$ cat src/hw/rtl/fig_pkg.sv
//==============================================================================
// fig_pkg - shared types and constants
// Sizes, action codes and controller/datapath command and status structs.
//==============================================================================
package fig_pkg;

    localparam int NUM_SETS_DEF = 7;

    localparam logic [1:0] ACT_TUNE = 2'd0;
    localparam logic [1:0] ACT_BP   = 2'd1;
    localparam logic [1:0] ACT_RULE = 2'd2;

    localparam logic [2:0] CFG_ERR_RECIP  = 3'd0;
    localparam logic [2:0] CFG_RATE_RECIP = 3'd1;
    localparam logic [2:0] CFG_GAIN_STEP  = 3'd2;
    localparam logic [2:0] CFG_GAIN_MAX   = 3'd3;
    localparam logic [2:0] CFG_GAIN_MIN   = 3'd4;
    localparam logic [2:0] CFG_GAIN_START = 3'd5;

    // datapath operations issued by the controller
    localparam logic [3:0] OP_NONE   = 4'd0;
    localparam logic [3:0] OP_SCALE  = 4'd1;  // scale error and rate
    localparam logic [3:0] OP_MEMB   = 4'd2;  // membership of current set
    localparam logic [3:0] OP_DIVST  = 4'd3;  // unused; OP_MEMB starts the membership divide
    localparam logic [3:0] OP_DIVSTP = 4'd4;  // one divider step
    localparam logic [3:0] OP_MEMEND = 4'd5;  // finish membership, record
    localparam logic [3:0] OP_WT     = 4'd6;  // weight of one rule pair
    localparam logic [3:0] OP_ACC    = 4'd7;  // accumulate pair
    localparam logic [3:0] OP_AVGST  = 4'd8;  // start average divide
    localparam logic [3:0] OP_AVGEND = 4'd9;  // finish average
    localparam logic [3:0] OP_CHG    = 4'd10; // change and gain update

    typedef struct packed {
        logic [3:0] op;
        logic       sel_rate;   // fuzzify rate (1) or error (0)
        logic [1:0] pair;       // rule pair m*2+n
    } fig_cmd_t;

    typedef struct packed {
        logic div_done;
    } fig_sts_t;

endpackage

$ cat src/hw/rtl/fig_ctrl.sv
//==============================================================================
// fig_ctrl - tune sequencer
// Steps the datapath through scaling, fuzzification, weighting and update.
//==============================================================================
module fig_ctrl
    import fig_pkg::*;
#(
    parameter int NUM_SETS = NUM_SETS_DEF
) (
    input  logic     clk,
    input  logic     rst_n,
    input  logic     start,
    input  fig_sts_t sts,
    output fig_cmd_t cmd,
    output logic [$clog2(NUM_SETS)-1:0] set_idx,
    output logic [1:0] corner,
    output logic     busy,
    output logic     done
);
    localparam int SW = $clog2(NUM_SETS);

    localparam logic [3:0] S_IDLE  = 4'd0;
    localparam logic [3:0] S_SCALE = 4'd1;
    localparam logic [3:0] S_RDA   = 4'd2;
    localparam logic [3:0] S_RDB   = 4'd3;
    localparam logic [3:0] S_RDC   = 4'd4;
    localparam logic [3:0] S_LAT   = 4'd5;
    localparam logic [3:0] S_MEMB  = 4'd6;
    localparam logic [3:0] S_DIV   = 4'd7;
    localparam logic [3:0] S_MEND  = 4'd8;
    localparam logic [3:0] S_RRD   = 4'd9;
    localparam logic [3:0] S_WT    = 4'd10;
    localparam logic [3:0] S_ACC   = 4'd11;
    localparam logic [3:0] S_AVG   = 4'd12;
    localparam logic [3:0] S_ADIV  = 4'd13;
    localparam logic [3:0] S_AEND  = 4'd14;
    localparam logic [3:0] S_CHG   = 4'd15;

    logic [3:0]    state_reg, state_next;
    logic [SW-1:0] set_reg, set_next;
    logic          rate_reg, rate_next;
    logic [1:0]    pair_reg, pair_next;

    always_ff @(posedge clk or negedge rst_n)
    begin
        if (!rst_n)
        begin
            state_reg <= S_IDLE;
            set_reg   <= '0;
            rate_reg  <= 1'b0;
            pair_reg  <= '0;
        end
        else
        begin
            state_reg <= state_next;
            set_reg   <= set_next;
            rate_reg  <= rate_next;
            pair_reg  <= pair_next;
        end
    end

    always_comb
    begin
        state_next = state_reg;
        set_next   = set_reg;
        rate_next  = rate_reg;
        pair_next  = pair_reg;
        cmd.op       = OP_NONE;
        cmd.sel_rate = rate_reg;
        cmd.pair     = pair_reg;
        corner    = 2'd0;
        done      = 1'b0;
        unique case (state_reg)
            S_IDLE:
            begin
                if (start)
                begin
                    state_next = S_SCALE;
                    set_next   = '0;
                    rate_next  = 1'b0;
                    pair_next  = '0;
                end
            end
            S_SCALE:
            begin
                cmd.op     = OP_SCALE;
                state_next = S_RDA;
            end
            S_RDA:
            begin
                corner = 2'd0;
                state_next = S_RDB;
            end
            S_RDB:
            begin
                corner = 2'd1;
                state_next = S_RDC;
            end
            S_RDC:
            begin
                corner = 2'd2;
                state_next = S_LAT;
            end
            S_LAT:
            begin
                corner = 2'd3;   // capture third read
                state_next = S_MEMB;
            end
            S_MEMB:
            begin
                cmd.op     = OP_MEMB;
                state_next = S_DIV;
            end
            S_DIV:
            begin
                cmd.op = OP_DIVSTP;
                if (sts.div_done)
                begin
                    state_next = S_MEND;
                end
            end
            S_MEND:
            begin
                cmd.op = OP_MEMEND;
                if (set_reg == SW'(NUM_SETS - 1))
                begin
                    set_next = '0;
                    if (rate_reg)
                    begin
                        state_next = S_RRD;
                    end
                    else
                    begin
                        rate_next  = 1'b1;
                        state_next = S_RDA;
                    end
                end
                else
                begin
                    set_next   = set_reg + 1'b1;
                    state_next = S_RDA;
                end
            end
            S_RRD:
            begin
                cmd.op     = OP_WT;
                state_next = S_WT;
            end
            S_WT:
            begin
                state_next = S_ACC;
            end
            S_ACC:
            begin
                cmd.op = OP_ACC;
                pair_next = pair_reg + 1'b1;
                state_next = (pair_reg == 2'd3) ? S_AVG : S_RRD;
            end
            S_AVG:
            begin
                cmd.op     = OP_AVGST;
                state_next = S_ADIV;
            end
            S_ADIV:
            begin
                cmd.op = OP_DIVSTP;
                if (sts.div_done)
                begin
                    state_next = S_AEND;
                end
            end
            S_AEND:
            begin
                cmd.op     = OP_AVGEND;
                state_next = S_CHG;
            end
            S_CHG:
            begin
                cmd.op     = OP_CHG;
                done       = 1'b1;
                state_next = S_IDLE;
            end
            default:
            begin
                state_next = S_IDLE;
            end
        endcase
    end

    assign set_idx = set_reg;
    assign busy    = (state_reg != S_IDLE);
endmodule

$ cat config.mk
export PLATFORM = sky130hd
export DESIGN_NAME = fig_ctrl
export DESIGN_NICKNAME = d
export VERILOG_FILES = /design/src/hw/rtl/fig_pkg.sv /design/src/hw/rtl/fig_ctrl.sv
export SDC_FILE = /design/constraint.sdc
export NUM_CORES = 1
export LEC_CHECK = 0
export BUFFER_PORTS_ARGS = -buffer_cell sky130_fd_sc_hd__buf_2
export CAP_MARGIN = 20
export CORE_ASPECT_RATIO = 1.2
export CORE_MARGIN = 5
export CORE_UTILIZATION = 26
export DETAILED_ROUTE_END_ITERATION = 7
export PLACE_DENSITY = 0.57
export SLEW_MARGIN = 0
export SYNTH_ARGS = -nofsm -noshare
export SYNTH_HDL_FRONTEND = slang
export SYNTH_SLANG_ARGS = --single-unit
$ cat constraint.sdc
create_clock -name clk -period 1.3 [get_ports clk]
set_input_delay 0 -clock clk [delete_from_list [all_inputs] [get_ports clk]]
set_output_delay 0 -clock clk [all_outputs]
set_load 0.02 [all_outputs]
==> key figures <==
Outcome
  – Outcome: finished, violations left
  – Violations in the final reports: setup timing

STA
  – Share of the clock period used by the worst path: 111%
  – Timing-limited maximum frequency: just under 700 MHz
  – Hold violation total from the final report: 0
  – Final-report setup violation count: 10
  – Count of final max-slew check failures: 0
  – Transition at the pin with the smallest max-transition slack: approximately 0.3 ns
  – Unrepaired setup endpoints after global routing: yes
  – Fin worst setup slack: -0.139 ns
  – Slew margin rel.: roughly four fifths
  – Min Tclk post-route: between 1 and 1.5 ns
  – Final clock skew: about 0.0070 ns

Logic synthesis
  – Netlist Area Pre-Place: a little over 700 um^2
  – Synthesized area per cell: between 8 and 9 um^2
  – Number of synthesized register bits: 10
  – Library cells used by synthesis: 40
  – Sequential-to-total area share from yosys stat: 34.5%
  – Syn_nets: 88
  – Synth warnings: 0
  – Cells after synthesis: just over 80

Global route
  – Global-route wire length before repair: between 3 and 4 mm
  – Pin count of the biggest net entering global routing: 12
  – Number of antenna violations at the first check in global routing: 0
  – Aggregate global-route resource usage: between 10% and 20%
  – Global-route layer with the greatest usage: met2
  – Sum of overflow across all layers after global routing: 0
  – GRT met2 Usage: between 20% and 30%
  – GR Util met1: ~14%
  – Met3 track demand over resource in global routing: 1.70%
  – Number of global-route vias before repair: around 830

Finish
  – Final instance area: 1220 um^2
  – Final layout net count: 131
  – Final instance count without filler cells: between 150 and 200
  – Count of fill cells added during filler insertion: about 280
  – Most common cell after layout, fill and taps aside: sky130_fd_sc_hd__buf_4
  – Most frequent cells in the layout: 27 x sky130_fd_sc_hd__buf_4, 10 x sky130_fd_sc_hd__buf_2, 8 x sky130_fd_sc_hd__dfrtp_1
  – Total area of multi-input combinational cells: 512 um^2
  – Fraction of layout instances using a drive strength above 1: a little under three fifths
  – Register Area: 253 um^2
  – Diodes inserted: 0
  – Number of flip-flops under the largest register name: 4
  – P&R area growth vs syn: 67.8%

Die
  – Die H: slightly below 70 um
  – Area enclosed by the die boundary: 3950 um^2
  – Starting density of the core: 26.6%
  – I/O pin count: 18
  – Core outline area: 2730 um^2
  – DIE WIDTH: ~58 um
  – Num rows: 21

Routing
  – Count of vias placed by the detailed router: ~820
  – Routed WL: about 2.3 mm
  – Per-cell routed wire length: 14.7 um
  – Drt pass-1 iters: 4
  – DR DRC count: 0
  – Starting DRC count in detailed routing: 3
  – Number of nets with antenna violations after detailed routing: 0
  – DR vias/cell: slightly above 5

Setup path
  – Worst flop-to-flop path endpoint: set_idx[1]
  – Number of buffer and inverter stages on the critical path: 1
  – Worst setup EP type: register
  – Required time of the critical path: around 1.5 ns
  – Critical path's largest stage delay: around 0.53 ns
  – Critical R2R Launch: state_reg[1]
  – Depth of the worst register-to-register path: 4
  – Top delay family on crit path: simple AND/OR/NAND/NOR gates
  – Slack of the worst reg-to-reg path: -0.14 ns
  – Sort of element at the start of the critical path: register
  – CP arrival: 1.65 ns
  – Cells along the critical path: buf_4 -> or4b_4 -> o22ai_2 -> a22o_1
  – Critical path type: register to register
  – Worst-path fanout max: 3
  – CP max stage cell: sky130_fd_sc_hd__or4b_4

Pwr
  – Total chip power: roughly 3.4 mW
  – Pwr dens: ~2800 nW/um^2
  – VDD IR-drop max: 1360 uV
  – Static leakage: around 0.55 nW

Placed design
  – Number of port buffers: 17
  – Number of cells in the design after placement: approximately 140
  – Area post-placement: roughly 940 um^2
  – DP HPWL: 1.55 mm
  – RePlAce Congestion: 0.792
  – Worst slack at placement: -0.0794 ns

Clock network
  – Maximum level of the CTS H-tree: 1
  – CTS clock-pin slew for the worst setup and hold paths: around 0.070 ns
  – Source-to-sink clock delay at the later pin of the worst-skew pair: roughly 0.27 ns
  – Worst-case clock buffer depth: 2
  – Clock Tree Root: sky130_fd_sc_hd__clkbuf_4
  – Number of sinks on the clock net: 10
  – TritonCTS clock tree: done
  – TritonCTS buffer count: 3

Worst hold path
  – Hold Path Depth: 4
  – Endpoint of the worst hold-timing path: state_reg[2]
  – Type of the tightest min-delay check: input port to register
  – Beginning of the worst hold path: sts

Flow run
  – Reported max-cap violation count: 0
tightest hold or removal path: cells and delay by family:
| kind | cells | cell delay [ns] |
|---|---|---|
| buffers and inverters | 1 | 0.12 |
| AOI/OAI and AO/OA | 2 | 0.13 |
| and+or+nand+nor | 1 | 0.07 |
logic make-up after synthesis:
| group | count (synthesis) | synth area share, % |
|---|---|---|
| xor gates and xnor gates | 2 | 2.41 |
| DFF | 10 | 34.5 |
| AOI/OAI and AO/OA | 26 | 27.1 |
| adders and majority gates | 1 | 1.72 |
| and+or+nand+nor | 29 | 22.1 |
| muxes | 2 | 2.93 |
| buffers and inverters | 13 | 9.31 |
worst max path at each step:
stage | endpoint | startpoint | slack (ns) | cells past startpoint
finish | set_idx[1] | state_reg[1] | -0.14 | 4
global route | busy | state_reg[0] | -0.22 | 5
CTS | set_idx[1] | state_reg[0] | -0.11 | 4
detailed placement | cmd[3] | state_reg[0] | -0.08 | 5
global placement | set_idx[1] | state_reg[1] | -0.02 | 3
floorplan | set_idx[2] | state_reg[2] | -0.03 | 4
timing repair:
item                       CTS  global route
pin swaps                    5             4
setup endpoints to repair   11            16
buffers inserted             9             2
hold endpoints to repair    11             0
resized for setup           23            16
gates cloned                 1             0
hold buffers                 2             0
through the flow:
stage | hold WS [ns] | utilization [%] | setup TNS (ns)
after floorplan | -0.296 | - | -0.0327
after global placement | -0.125 | 34.3 | -0.0460
after detailed placement | -0.123 | 34.3 | -0.202
after CTS | 0.0892 | 41.5 | -0.717
after global routing | 0.122 | 44.6 | -1.92
final | 0.0963 | 44.6 | -0.696
Yosys cell counts:
library cell	count	area [um^2]
sky130_fd_sc_hd__a211o_2	1	10.0
sky130_fd_sc_hd__a211oi_1	1	7.51
sky130_fd_sc_hd__a21oi_1	1	5.00
sky130_fd_sc_hd__a22o_1	2	17.5
sky130_fd_sc_hd__a311oi_1	1	8.76
sky130_fd_sc_hd__a31oi_1	3	18.8
sky130_fd_sc_hd__a32o_1	1	10.0
sky130_fd_sc_hd__a32oi_1	1	8.76
sky130_fd_sc_hd__a41oi_1	1	8.76
sky130_fd_sc_hd__and3_1	1	6.26
sky130_fd_sc_hd__and4b_1	1	10.0
sky130_fd_sc_hd__buf_2	6	30.0
sky130_fd_sc_hd__buf_4	1	7.51
sky130_fd_sc_hd__buf_6	1	11.3
sky130_fd_sc_hd__clkbuf_1	1	3.75
sky130_fd_sc_hd__dfrtp_1	10	250
sky130_fd_sc_hd__ha_1	1	12.5
sky130_fd_sc_hd__inv_1	4	15.0
sky130_fd_sc_hd__mux2_2	1	11.3
sky130_fd_sc_hd__mux2i_1	1	10.0
sky130_fd_sc_hd__nand2_1	5	18.8
sky130_fd_sc_hd__nand2b_1	3	18.8
sky130_fd_sc_hd__nand3_1	1	5.00
sky130_fd_sc_hd__nand4b_1	1	8.76
sky130_fd_sc_hd__nor2_1	8	30.0
sky130_fd_sc_hd__nor2b_1	1	6.26
sky130_fd_sc_hd__nor3_1	4	20.0
sky130_fd_sc_hd__nor3b_1	1	7.51
sky130_fd_sc_hd__nor4_1	1	6.26
sky130_fd_sc_hd__nor4b_1	1	8.76
sky130_fd_sc_hd__o2111ai_1	1	8.76
sky130_fd_sc_hd__o21ai_0	3	15.0
sky130_fd_sc_hd__o221ai_1	1	8.76
sky130_fd_sc_hd__o22a_1	1	8.76
sky130_fd_sc_hd__o22ai_1	3	18.8
sky130_fd_sc_hd__o31ai_1	2	15.0
sky130_fd_sc_hd__o32ai_1	2	17.5
sky130_fd_sc_hd__o41ai_1	1	8.76
sky130_fd_sc_hd__or4b_4	1	13.8
sky130_fd_sc_hd__xnor2_1	2	17.5
report_power, final:
part / total (mW) / internal (mW) / switching, mW / leakage (nW)
Combinational: 2.58 / 1.29 / 1.29 / 0.405
Sequential: 0.558 / 0.431 / 0.127 / 0.128
Clock: 0.227 / 0.119 / 0.109 / 0.0150
per-layer routing:
metal  share of wire (%)  vias to the layer above  wire (um)
met2                  53                       19       1250
li1                    -                      405          -
met3                 4.1                        4         97
met4                 2.1                        0         50
met1                  40                      396        948
met5                   0                        -          0
area by class of cell:
type | instances | area share [%]
multi-input combinational | 60 | 42.0
timing repair buffer | 47 | 30.1
sequential | 10 | 20.8
tap | 34 | 3.49
clock buffer | 4 | 2.16
inverter | 4 | 1.44
Power figures use the tool's default switching activity.
