## config.mk

```make
export PLATFORM = sky130hd
export DESIGN_NAME = fig_ram
export DESIGN_NICKNAME = d
export VERILOG_FILES = /design/src/hw/rtl/fig_ram.sv
export SDC_FILE = /design/constraint.sdc
export NUM_CORES = 1
export LEC_CHECK = 0
export BUFFER_PORTS_ARGS = -buffer_cell sky130_fd_sc_hd__buf_2
export CORE_ASPECT_RATIO = 2
export CORE_MARGIN = 1
export CORE_UTILIZATION = 55
export CTS_CLUSTER_SIZE = 24
export DETAILED_ROUTE_END_ITERATION = 16
export PLACE_DENSITY = 0.75
export SYNTH_ARGS = -nofsm -noshare
export SYNTH_HDL_FRONTEND = slang
export SYNTH_SLANG_ARGS = --single-unit
```

## constraint.sdc

```tcl
create_clock -name clk -period 2.8 [get_ports clk]
set_clock_uncertainty 0.05 [all_clocks]
set_input_delay 0.7 -clock clk [delete_from_list [all_inputs] [get_ports clk]]
set_output_delay 0.7 -clock clk [all_outputs]
set_load 0.01 [all_outputs]
```

## src/hw/rtl/fig_ram.sv

```systemverilog
//==============================================================================
// fig_ram - generic single-port-write RAM
// One write port, one registered read port.
//==============================================================================
module fig_ram #(
    parameter int WIDTH = 16,
    parameter int DEPTH = 21
) (
    input  logic                     clk,
    input  logic                     we,
    input  logic [$clog2(DEPTH)-1:0] waddr,
    input  logic [WIDTH-1:0]         wdata,
    input  logic [$clog2(DEPTH)-1:0] raddr,
    output logic [WIDTH-1:0]         rdata
);
    logic [WIDTH-1:0] mem [DEPTH];

    always_ff @(posedge clk)
    begin
        if (we)
        begin
            mem[waddr] <= wdata;
        end
        rdata <= mem[raddr];
    end
endmodule

```

==> metrics.md, run 1 <==
| Metric | Value |
|---|---|
| LEAKAGE | 0.00525 uW |
| Run status | finished, final reports clean |
| F_max | 0.524 GHz |
| Critical-path maximum fanout | 1 |
| Most frequent cells in the layout | edfxtp_1, mux2i_1, nand2_1 |
| Largest family of logic cells by synthesized area | multiplexers |
| # IOs | 44 |
| Initial DRC count | 538 |
| GR Overflow Total | 0 |
| Initial DRT Pass Iterations | 5 |
| Worst endpoint required time | 2050 ps |
| Clk sinks | 352 |
| Min Hold Slack | 539 ps |
| CTS buffer count | 27 |
| Endpoints failing setup | 0 |
| Placed Area | 14,200 um2 |
| I/O Buffers | 43 |
| Critical path class | register to output pin |
| Total Die Area | 25,200 um2 |
| Top delay family on crit path | flip-flops |
| Peak VDD IR | 0.625 mV |
| Starting density of the core | 0.562 |
| Syn nets | 765 |
| Critical path endpoint category | output pin |
| Fin area | 15,100 um2 |
| Critical path buffers and inverters | 1 |
| Slew Limit Fails | 0 |
| Final Wtd Congestion | 0.904 |
| Adder-cell share of the synthesized area | 0 |
| H-tree lvl count | 1 |
| Fin crit period | 1910 ps |
| Ant diodes | 0 |
| Critical Path Max Stage Delay | 430 ps |
| Initial antenna violation count | 1 |
| Skew-Pair Late Insertion Delay | 550 ps |
| Post-synthesis xor/xnor area fraction | 0 |
| WP data arrival | 1160 ps |
| Synthesized area | 13,500 um2 |
| PostCTS Resize Cnt | 0 |
| Share of the synthesized area in the top cell type | 0.747 |
| #FFs+latches synth | 352 |
| Root Driver | clkbuf_16 |
| CP max-delay cell | dfxtp_1 |
| Number of warnings issued by yosys | 0 |
| # fillers | 1,654 |
| All-layer global routing usage | 0.253 |
| Synth cell types | 25 |
| WL/cell | 27.7 um |
| Worst path cell trace | buf_2 |
| Yosys top cell by area | edfxtp_1 |
| Routed WL | 30,900 um |
| Clk pin slew, worst setup/hold paths | 70 ps |
| DRC viols | 0 |
| Detail Route Antenna Nets | 0 |
| Hold Buf Count CTS | 0 |
| Vias in the first global route | 7,345 |
| Mux share of post-synthesis cell area | 0.137 |
| Die W | 113 um |
| Total of max-cap violations | 0 |
| # rows | 80 |
| CTS tree | yes |
| Pwr dens | 684 nW/um2 |
| Most common cell after layout, fill and taps aside | edfxtp_1 |
| Worst-case clock buffer depth | 3 |
| Core area | 24,000 um2 |
| RSZ-0062 raised after global routing | no |
| Setup TNS | 0 ps |
| Pre-CTS WS | 410 ps |
| Die H | 224 um |
| Post-DP HPWL | 19,400 um |
| DR vias/cell | 6.35 |
| Crit start category | register |
| Fin crit share | 0.681 |
| Syn_area_per_cell | 18.3 um2 |
| Layout cells sized above 1 | 0.196 |
| Simple-gate share of the synthesized area | 0.0471 |
| Mapped Cells | 737 |
| Final worst slack | 892 ps |
| First-pass GRT wire length | 45,200 um |
| Setup bufs post-CTS | 0 |
| Fin. Hold Viols | 0 |
| Largest net degree at the start of global routing | 51 |
| Synth area leaders | edfxtp_1, mux2i_1, a22oi_1 |
| Hold Path Class | primary input to register |
| Synth Area in Compound Gates | 0.0267 |
| Design Power | 10,300 uW |
| Area Overhead vs Synth | 11.9% |
| Sequential share of the synthesized area | 0.771 |
| Max_slew headroom | 0.646 |
| Nets@finish | 838 |
| Worst-Margin Slew | 531 ps |
| Vias | 7,092 |
[kinds of logic (layout without fill, tap and decap cells)]
family / after synthesis / count (layout)
muxes: 160 / 160
DFF: 352 / 352
AOI/OAI and AO/OA: 48 / 48
buffers and inverters: 41 / 134
and+or+nand+nor: 136 / 136
[worst paths after layout]
path / start / to / slack (ps) / depth (start not counted)
max: rdata[5] / rdata[5] / 890 / 1
min: wdata[4] / mem[16][4] / 540 / 1
max reg2reg: mem[19][10] / rdata[10] / 1180 / 4
min reg2reg: mem[20][15] / rdata[15] / 560 / 3
[cell usage after synthesis]
cell / count
buf_1: 1
mux2_2: 16
buf_6: 7
nand2_1: 51
nor2b_1: 3
or3b_2: 2
a22oi_1: 48
mux4_2: 10
nor2_1: 22
dfxtp_1: 16
or2_2: 1
clkbuf_1: 19
nand3b_1: 3
buf_12: 1
buf_4: 8
nand3_1: 33
nor3b_1: 2
nor3_1: 1
or3_1: 1
mux4_1: 6
buf_2: 5
nand4_1: 16
and2_1: 1
mux2i_1: 128
edfxtp_1: 336
[registers in the layout, summed over array words and instances (netlist names)]
| register | cells |
|---|---|
| mem | 336 |
| rdata | 16 |
[report_power, final]
group	internal, uW	switching [uW]	leakage, uW
clock	2150	1770	0.000427
sequential	5840	32.4	0.00316
combinational	199	357	0.00167
[final cells by class]
type	count	area (um2)	share of cell area
clock inverter	20	219	0.0145
sequential	352	10400	0.688
timing repair buffer	85	587	0.0388
clock buffer	29	683	0.0452
tap	287	359	0.0237
multi-input combinational	344	2860	0.189
[metrics by stage]
step | util | cells
6_report | 0.629 | 1117
5_1_grt | 0.629 | 1117
4_1_cts | 0.629 | 1117
3_5_place_dp | 0.592 | 1068
3_3_place_gp | 0.592 | 1068
2_1_floorplan | - | 737
[per-layer routing]
metal | vias to the layer above | GRT usage | routed length [um]
met3 | 88 | 0.0303 | 1890
met1 | 3602 | 0.275 | 10300
li1 | 3062 | - | -
met2 | 338 | 0.464 | 16900
met4 | 2 | 0.157 | 1850
met5 | - | 0 | 13
(Power assumes the default switching activity.)
==> inputs of run 2 (changes only) <==
--- a/config.mk
+++ b/config.mk
@@ -8,10 +8,10 @@
 export BUFFER_PORTS_ARGS = -buffer_cell sky130_fd_sc_hd__buf_2
 export CORE_ASPECT_RATIO = 2
 export CORE_MARGIN = 1
-export CORE_UTILIZATION = 55
+export CORE_UTILIZATION = 61
 export CTS_CLUSTER_SIZE = 24
 export DETAILED_ROUTE_END_ITERATION = 16
-export PLACE_DENSITY = 0.75
+export PLACE_DENSITY = 0.78
 export SYNTH_ARGS = -nofsm -noshare
 export SYNTH_HDL_FRONTEND = slang
 export SYNTH_SLANG_ARGS = --single-unit
==> constraint.sdc (replaced) <==
create_clock -name clk -period 1.95 [get_ports clk]
set_clock_uncertainty 0.05 [all_clocks]
set_input_delay 0.4875 -clock clk [delete_from_list [all_inputs] [get_ports clk]]
set_output_delay 0.4875 -clock clk [all_outputs]
set_load 0.01 [all_outputs]
==> run 2 against run 1 <==
- sequential power is 44% higher
- critical path type unchanged
- wire length is 0.86% higher
- worst hold slack worse by 220 ps
- critical path depth stayed put
- power is 41% higher
- largest power group unchanged
- combinational power is 57% higher
- non-clock buffer count is 10 higher
- cell count is 0.54% lower
==> metrics.md, run 2 (synthesized netlist as in run 1, its figures left out) <==
| Metric | Value |
|---|---|
| Fin crit share | 0.859 |
| Placed Area | 14,700 um2 (+3.2%) |
| Most frequent cells in the layout | edfxtp_1, mux2i_1, nand2_1 |
| Clk pin slew, worst setup/hold paths | 70 ps (about the same) |
| Nets@finish | 847 (+1.1%) |
| Layer with the highest usage | met2 |
| Final Wtd Congestion | 0.852 (-5.7%) |
| Reg with most FFs | mem |
| Hold Buf Count CTS | 0 (unchanged) |
| Largest net degree at the start of global routing | 33 (-35%) |
| WP data arrival | 1140 ps (-20 ps) |
| Critical path endpoint category | output pin |
| Peak VDD IR | 0.972 mV (+56%) |
| Setup bufs post-CTS | 0 (unchanged) |
| Vias in the first global route | 7,441 (+1.3%) |
| All-layer global routing usage | 0.287 (+0.0334) |
| I/O Buffers | 43 (unchanged) |
| Vias | 7,174 (+1.2%) |
| Non-filler cells, final | 1,111 (-0.54%) |
| PostCTS Resize Cnt | 0 (unchanged) |
| Starting density of the core | 0.626 (+0.0635) |
| DR vias/cell | 6.46 (+1.7%) |
| WL/cell | 28.1 um (+1.4%) |
| Top delay family on crit path | flip-flops |
| Register share of total power | 0.578 (+0.010) |
| Met2 GRT Util | 0.513 (+0.0497) |
| # IOs | 44 (unchanged) |
| Combinational Power Share | 0.060 (+0.006) |
| Met1 Resource Use GR | 0.308 (+0.0331) |
| Critical path buffers and inverters | 1 (unchanged) |
| Layout cells sized above 1 | 0.215 (+0.0184) |
| H-tree lvl count | 1 (unchanged) |
| Skew-Pair Late Insertion Delay | 540 ps (about the same) |
| Detail Route Antenna Nets | 0 (unchanged) |
| Clk sinks | 352 (unchanged) |
| Run status | finished, final reports clean |
| Critical Path Max Stage Delay | 420 ps (about the same) |
| RSZ-0062 raised after global routing | no |
| Fin area | 15,500 um2 (+2.6%) |
| CP max-delay cell | dfxtp_1 |
| Post-DP HPWL | 19,900 um (+2.3%) |
| Hold Path Class | primary input to register |
| Max reg flops | 336 (unchanged) |
| Placed cells | 1,064 (-0.37%) |
| First-pass GRT wire length | 45,300 um (about the same) |
| Total Die Area | 22,800 um2 (-9.7%) |
| Pwr dens | 941 nW/um2 (+37%) |
| Worst-Margin Slew | 498 ps (-32.9 ps) |
| Crit start category | register |
| Critical path class | register to output pin |
| Initial antenna violation count | 0 (-1) |
| Worst R2R Start | mem[18][15] |
| LEAKAGE | 0.00536 uW (+1.9%) |
| Total of max-cap violations | 0 (unchanged) |
| Switching part of the total | 0.203 (-0.00515) |
| Critical-path maximum fanout | 1 (unchanged) |
| Endpoints failing setup | 0 (unchanged) |
| Min-delay src | wdata[10] |
| Initial DRC count | 638 (+19%) |
| Area Overhead vs Synth | 14.8% |
| Max_slew headroom | 0.668 (+0.0219) |
| Sw power | 2970 uW (+38%) |
| Routed WL | 31,200 um (+0.86%) |
| Fin crit period | 1680 ps |
| Internal power | 11,600 uW (+42%) |
| CTS buffer count | 26 (-3.7%) |
| Most common cell after layout, fill and taps aside | edfxtp_1 |
| Core area | 21,600 um2 (-10%) |
| Design Power | 14,600 uW (+41%) |
| Worst-case clock buffer depth | 3 (unchanged) |
| Slew Limit Fails | 0 (unchanged) |
| Die H | 212 um (-5.0%) |
| Fin. Hold Viols | 0 (unchanged) |
| Initial DRT Pass Iterations | 5 (unchanged) |
| # rows | 76 (-5.0%) |
| Clock network power share | 0.362 (-0.017) |
| Ant diodes | 0 (unchanged) |
| Critical path startpoint | rdata[6] |
| Root Driver | clkbuf_16 |
| Regs by FF count | mem (336), rdata (16) |
| CTS tree | yes |
| DRC viols | 0 (unchanged) |
| F_max | 0.597 GHz |
| Min Hold Slack | 322 ps (-217 ps) |
| GR Overflow Total | 0 (unchanged) |
| Met3 GRT Util | 0.0374 (+0.00710) |
| Worst path cell trace | buf_2 |
| Worst endpoint required time | 1410 ps (-640 ps) |
| Die W | 107 um (-5.0%) |
## run 2: cell count changes in the layout (fill, tap and decap cells not counted), sizes merged
cell,change
buf,+9
clkbuf,+9
clkinvlp,-5
clkinv,-3
bufinv,-2
## run 2: through the flow
stage,setup slack (ps),utilization,TNS [ps]
floorplan,-191,-,-13180
global placement,-39.6,0.680,-189
detailed placement,-95.3,0.680,-610
CTS,260,0.719,0
global route,261,0.719,0
finish,274,0.719,0
## run 2: path summary, 6_finish.rpt
kind | end | slack [ps] | cells after the start
worst max-delay path | rdata[6] | 270 | 1
worst min-delay path | mem[20][10] | 320 | 1
worst min register to register | rdata[7] | 550 | 3
worst max register to register | rdata[15] | 370 | 4
## run 2: final cells by class
| type | count | area, um2 |
|---|---|---|
| clock buffers | 37 | 743 |
| flip-flops and latches | 352 | 10400 |
| well taps | 273 | 342 |
| multi-input cells | 344 | 2950 |
| clock inverters | 10 | 93.8 |
| fillers | 1257 | 6070 |
| repair buffers | 95 | 977 |
## run 2: power groups by stage
stage / clock, uW / combinational [uW] / sequential (uW)
after floorplan: 0 / 444 / 8600
after CTS: 5340 / 874 / 8440
after global placement: 0 / 839 / 8600
after global routing: 5580 / 916 / 8440
final: 5290 / 872 / 8440
after detailed placement: 0 / 866 / 8600
## run 2: layer usage
| layer | part of all wire | wire length [um] |
|---|---|---|
| met1 | 0.32 | 9900 |
| met2 | 0.54 | 16900 |
| met5 | 0 | 0 |
| met3 | 0.065 | 2020 |
| met4 | 0.076 | 2380 |
==> inputs of run 3 (changes only) <==
==> config.mk (replaced) <==
export PLATFORM = sky130hd
export DESIGN_NAME = fig_ram
export DESIGN_NICKNAME = d
export VERILOG_FILES = /design/src/hw/rtl/fig_ram.sv
export SDC_FILE = /design/constraint.sdc
export NUM_CORES = 1
export LEC_CHECK = 0
export CORE_ASPECT_RATIO = 2
export CORE_MARGIN = 1
export CORE_UTILIZATION = 63
export CTS_CLUSTER_SIZE = 24
export DETAILED_ROUTE_END_ITERATION = 16
export DONT_BUFFER_PORTS = 1
export PLACE_DENSITY = 0.79
export SYNTH_ARGS = -nofsm -noshare
export SYNTH_HDL_FRONTEND = slang
export SYNTH_SLANG_ARGS = --single-unit
==> run 3 against run 2 <==
- via count down 3.8%
- highest routed layer unchanged
- critical path type is now register to register
- cell area is 1.9% lower
- cell count fell by 4.5%
==> metrics.md, run 3 (synthesized netlist as in run 1, its figures left out) <==
| Metric | Value |
|---|---|
| Run status | finished, final reports clean |
| LEAKAGE | 0.00512 uW (-4.4%) |
| Most common cell after layout, fill and taps aside | edfxtp_1 |
| Regs by FF count | mem (336), rdata (16) |
| Clk pin slew, worst setup/hold paths | 70 ps (about the same) |
| H-tree lvl count | 1 (unchanged) |
| WP data arrival | 1960 ps (+820 ps) |
| Worst-Margin Slew | 996 ps (+498 ps) |
| Total Die Area | 22,100 um2 (-3.1%) |
| Layout cells sized above 1 | 0.152 (-0.0631) |
| Initial DRT Pass Iterations | 5 (unchanged) |
| Reg with most FFs | mem |
| # rows | 75 (-1.3%) |
| Critical-path maximum fanout | 1 (unchanged) |
| I/O Buffers | 0 (-100%) |
| PostCTS Resize Cnt | 0 (unchanged) |
| Vias | 6,903 (-3.8%) |
| Pwr dens | 941 nW/um2 (about the same) |
| Skew-Pair Late Insertion Delay | 540 ps (about the same) |
| Root Driver | clkbuf_16 |
| F_max | 0.623 GHz (+4.4%) |
| DRC viols | 0 (unchanged) |
| Slew Limit Fails | 0 (unchanged) |
| Critical path class | register to register |
| Hold Path Class | primary input to register |
| Detail Route Antenna Nets | 0 (unchanged) |
| Total of max-cap violations | 0 (unchanged) |
| All-layer global routing usage | 0.282 (-0.00490) |
| Fin. Hold Viols | 0 (unchanged) |
| Initial antenna violation count | 0 (unchanged) |
| Vias in the first global route | 7,383 (-0.78%) |
| First-pass GRT wire length | 44,400 um (-2.0%) |
| RSZ-0062 raised after global routing | no |
| Die H | 209 um (-1.6%) |
| Clk sinks | 352 (unchanged) |
| Peak VDD IR | 1.01 mV (+3.9%) |
| Final Wtd Congestion | 0.827 (-3.0%) |
| CTS buffer count | 27 (+3.8%) |
| Fin crit share | 0.823 (-0.0361) |
| Die W | 106 um (-1.6%) |
| Endpoints failing setup | 0 (unchanged) |
| WL/cell | 28.3 um (+0.71%) |
| CTS tree | yes |
| Routed WL | 30,000 um (-3.8%) |
| Post-DP HPWL | 18,100 um (-8.6%) |
| Critical path endpoint category | register |
| Largest net degree at the start of global routing | 145 (+340%) |
| Initial DRC count | 588 (-7.8%) |
| Starting density of the core | 0.643 (+0.0168) |
| # IOs | 44 (unchanged) |
| Nets@finish | 799 (-5.7%) |
| Max reg flops | 336 (unchanged) |
| DR vias/cell | 6.51 (+0.76%) |
| Core area | 21,000 um2 (-2.6%) |
| Max_slew headroom | 0.334 (-0.334) |
| Worst endpoint required time | 2300 ps (+890 ps) |
| GR Overflow Total | 0 (unchanged) |
| Fin crit period | 1610 ps (-70.4 ps) |
| Most frequent cells in the layout | edfxtp_1, mux2i_1, nand2_1 |
| Worst-case clock buffer depth | 3 (unchanged) |
| Crit start category | register |
| Fin util | 0.724 (+0.00523) |
| Area Overhead vs Synth | 12.6% |
| Min Hold Slack | 47.3 ps (-275 ps) |
## run 3: cell count changes in the layout (fill, tap and decap cells not counted)
cell / change
buf_2: -42
buf_4: -18
dlygate4sd3_1: +16
clkinv_2: +5
buf_12: -4
clkbuf_1: -3
clkbuf_8: -2
clkinvlp_4: +2
bufinv_16: -1
diode_2: +1
## run 3: area by class of cell
type / count / area [um2]
Sequential cell: 352 / 10400
Timing Repair Buffer: 46 / 698
Multi-Input combinational cell: 344 / 2950
Tap cell: 269 / 337
Clock inverter: 16 / 104
Antenna cell: 1 / 2.50
Fill cell: 1229 / 5800
Clock buffer: 33 / 718
## run 3: power breakdown
part / switching, uW / internal [uW] / total, uW
Combinational: 382 / 264 / 647
Clock: 2450 / 2750 / 5210
Sequential: 71.8 / 8400 / 8470
Total: 2910 / 11400 / 14300
## run 3: metrics by stage
stage          total power (uW)  setup TNS [ps]  cell area [um2]  std cells  setup slack [ps]
2_1_floorplan              9050          -13180            13600        737              -191
4_1_cts                   14300               0            15200       1060               348
3_5_place_dp               9120               0            14200        995              89.1
3_3_place_gp               9100               0            14200        995               150
6_report                  14300               0            15200       1061               344
5_1_grt                   14600               0            15200       1060               321
## run 3: critical path, stage by stage (launching register included)
cell,delay [ps]
edfxtp_1,390
mux4_1,530
mux2_2,290
nand2_1,90
nand3_1,120
## run 3: layer usage
layer  vias to the layer above  routed length (um)  global-route usage  share of wire
li1                       2981                   -                   -              -
met1                      3539               10200               0.321           0.34
met2                       304               16900               0.524           0.56
met3                        79                1630              0.0334          0.054
met4                         0                1240               0.128          0.041
met5                         -                   0                   0              0
## run 3: timing repair
item,in CTS,in global routing
hold buffers,16,0
buffers inserted,0,0
hold endpoints to repair,336,0
## run 3: path summary, 6_finish.rpt
path                     from        end  slack, ps  cells after the start
hold reg to reg   mem[20][13]  rdata[13]        570                      3
setup / recovery   mem[17][5]   rdata[5]        340                      4
hold / removal       raddr[4]   rdata[8]         50                      2
setup reg to reg   mem[17][5]   rdata[5]        340                      4
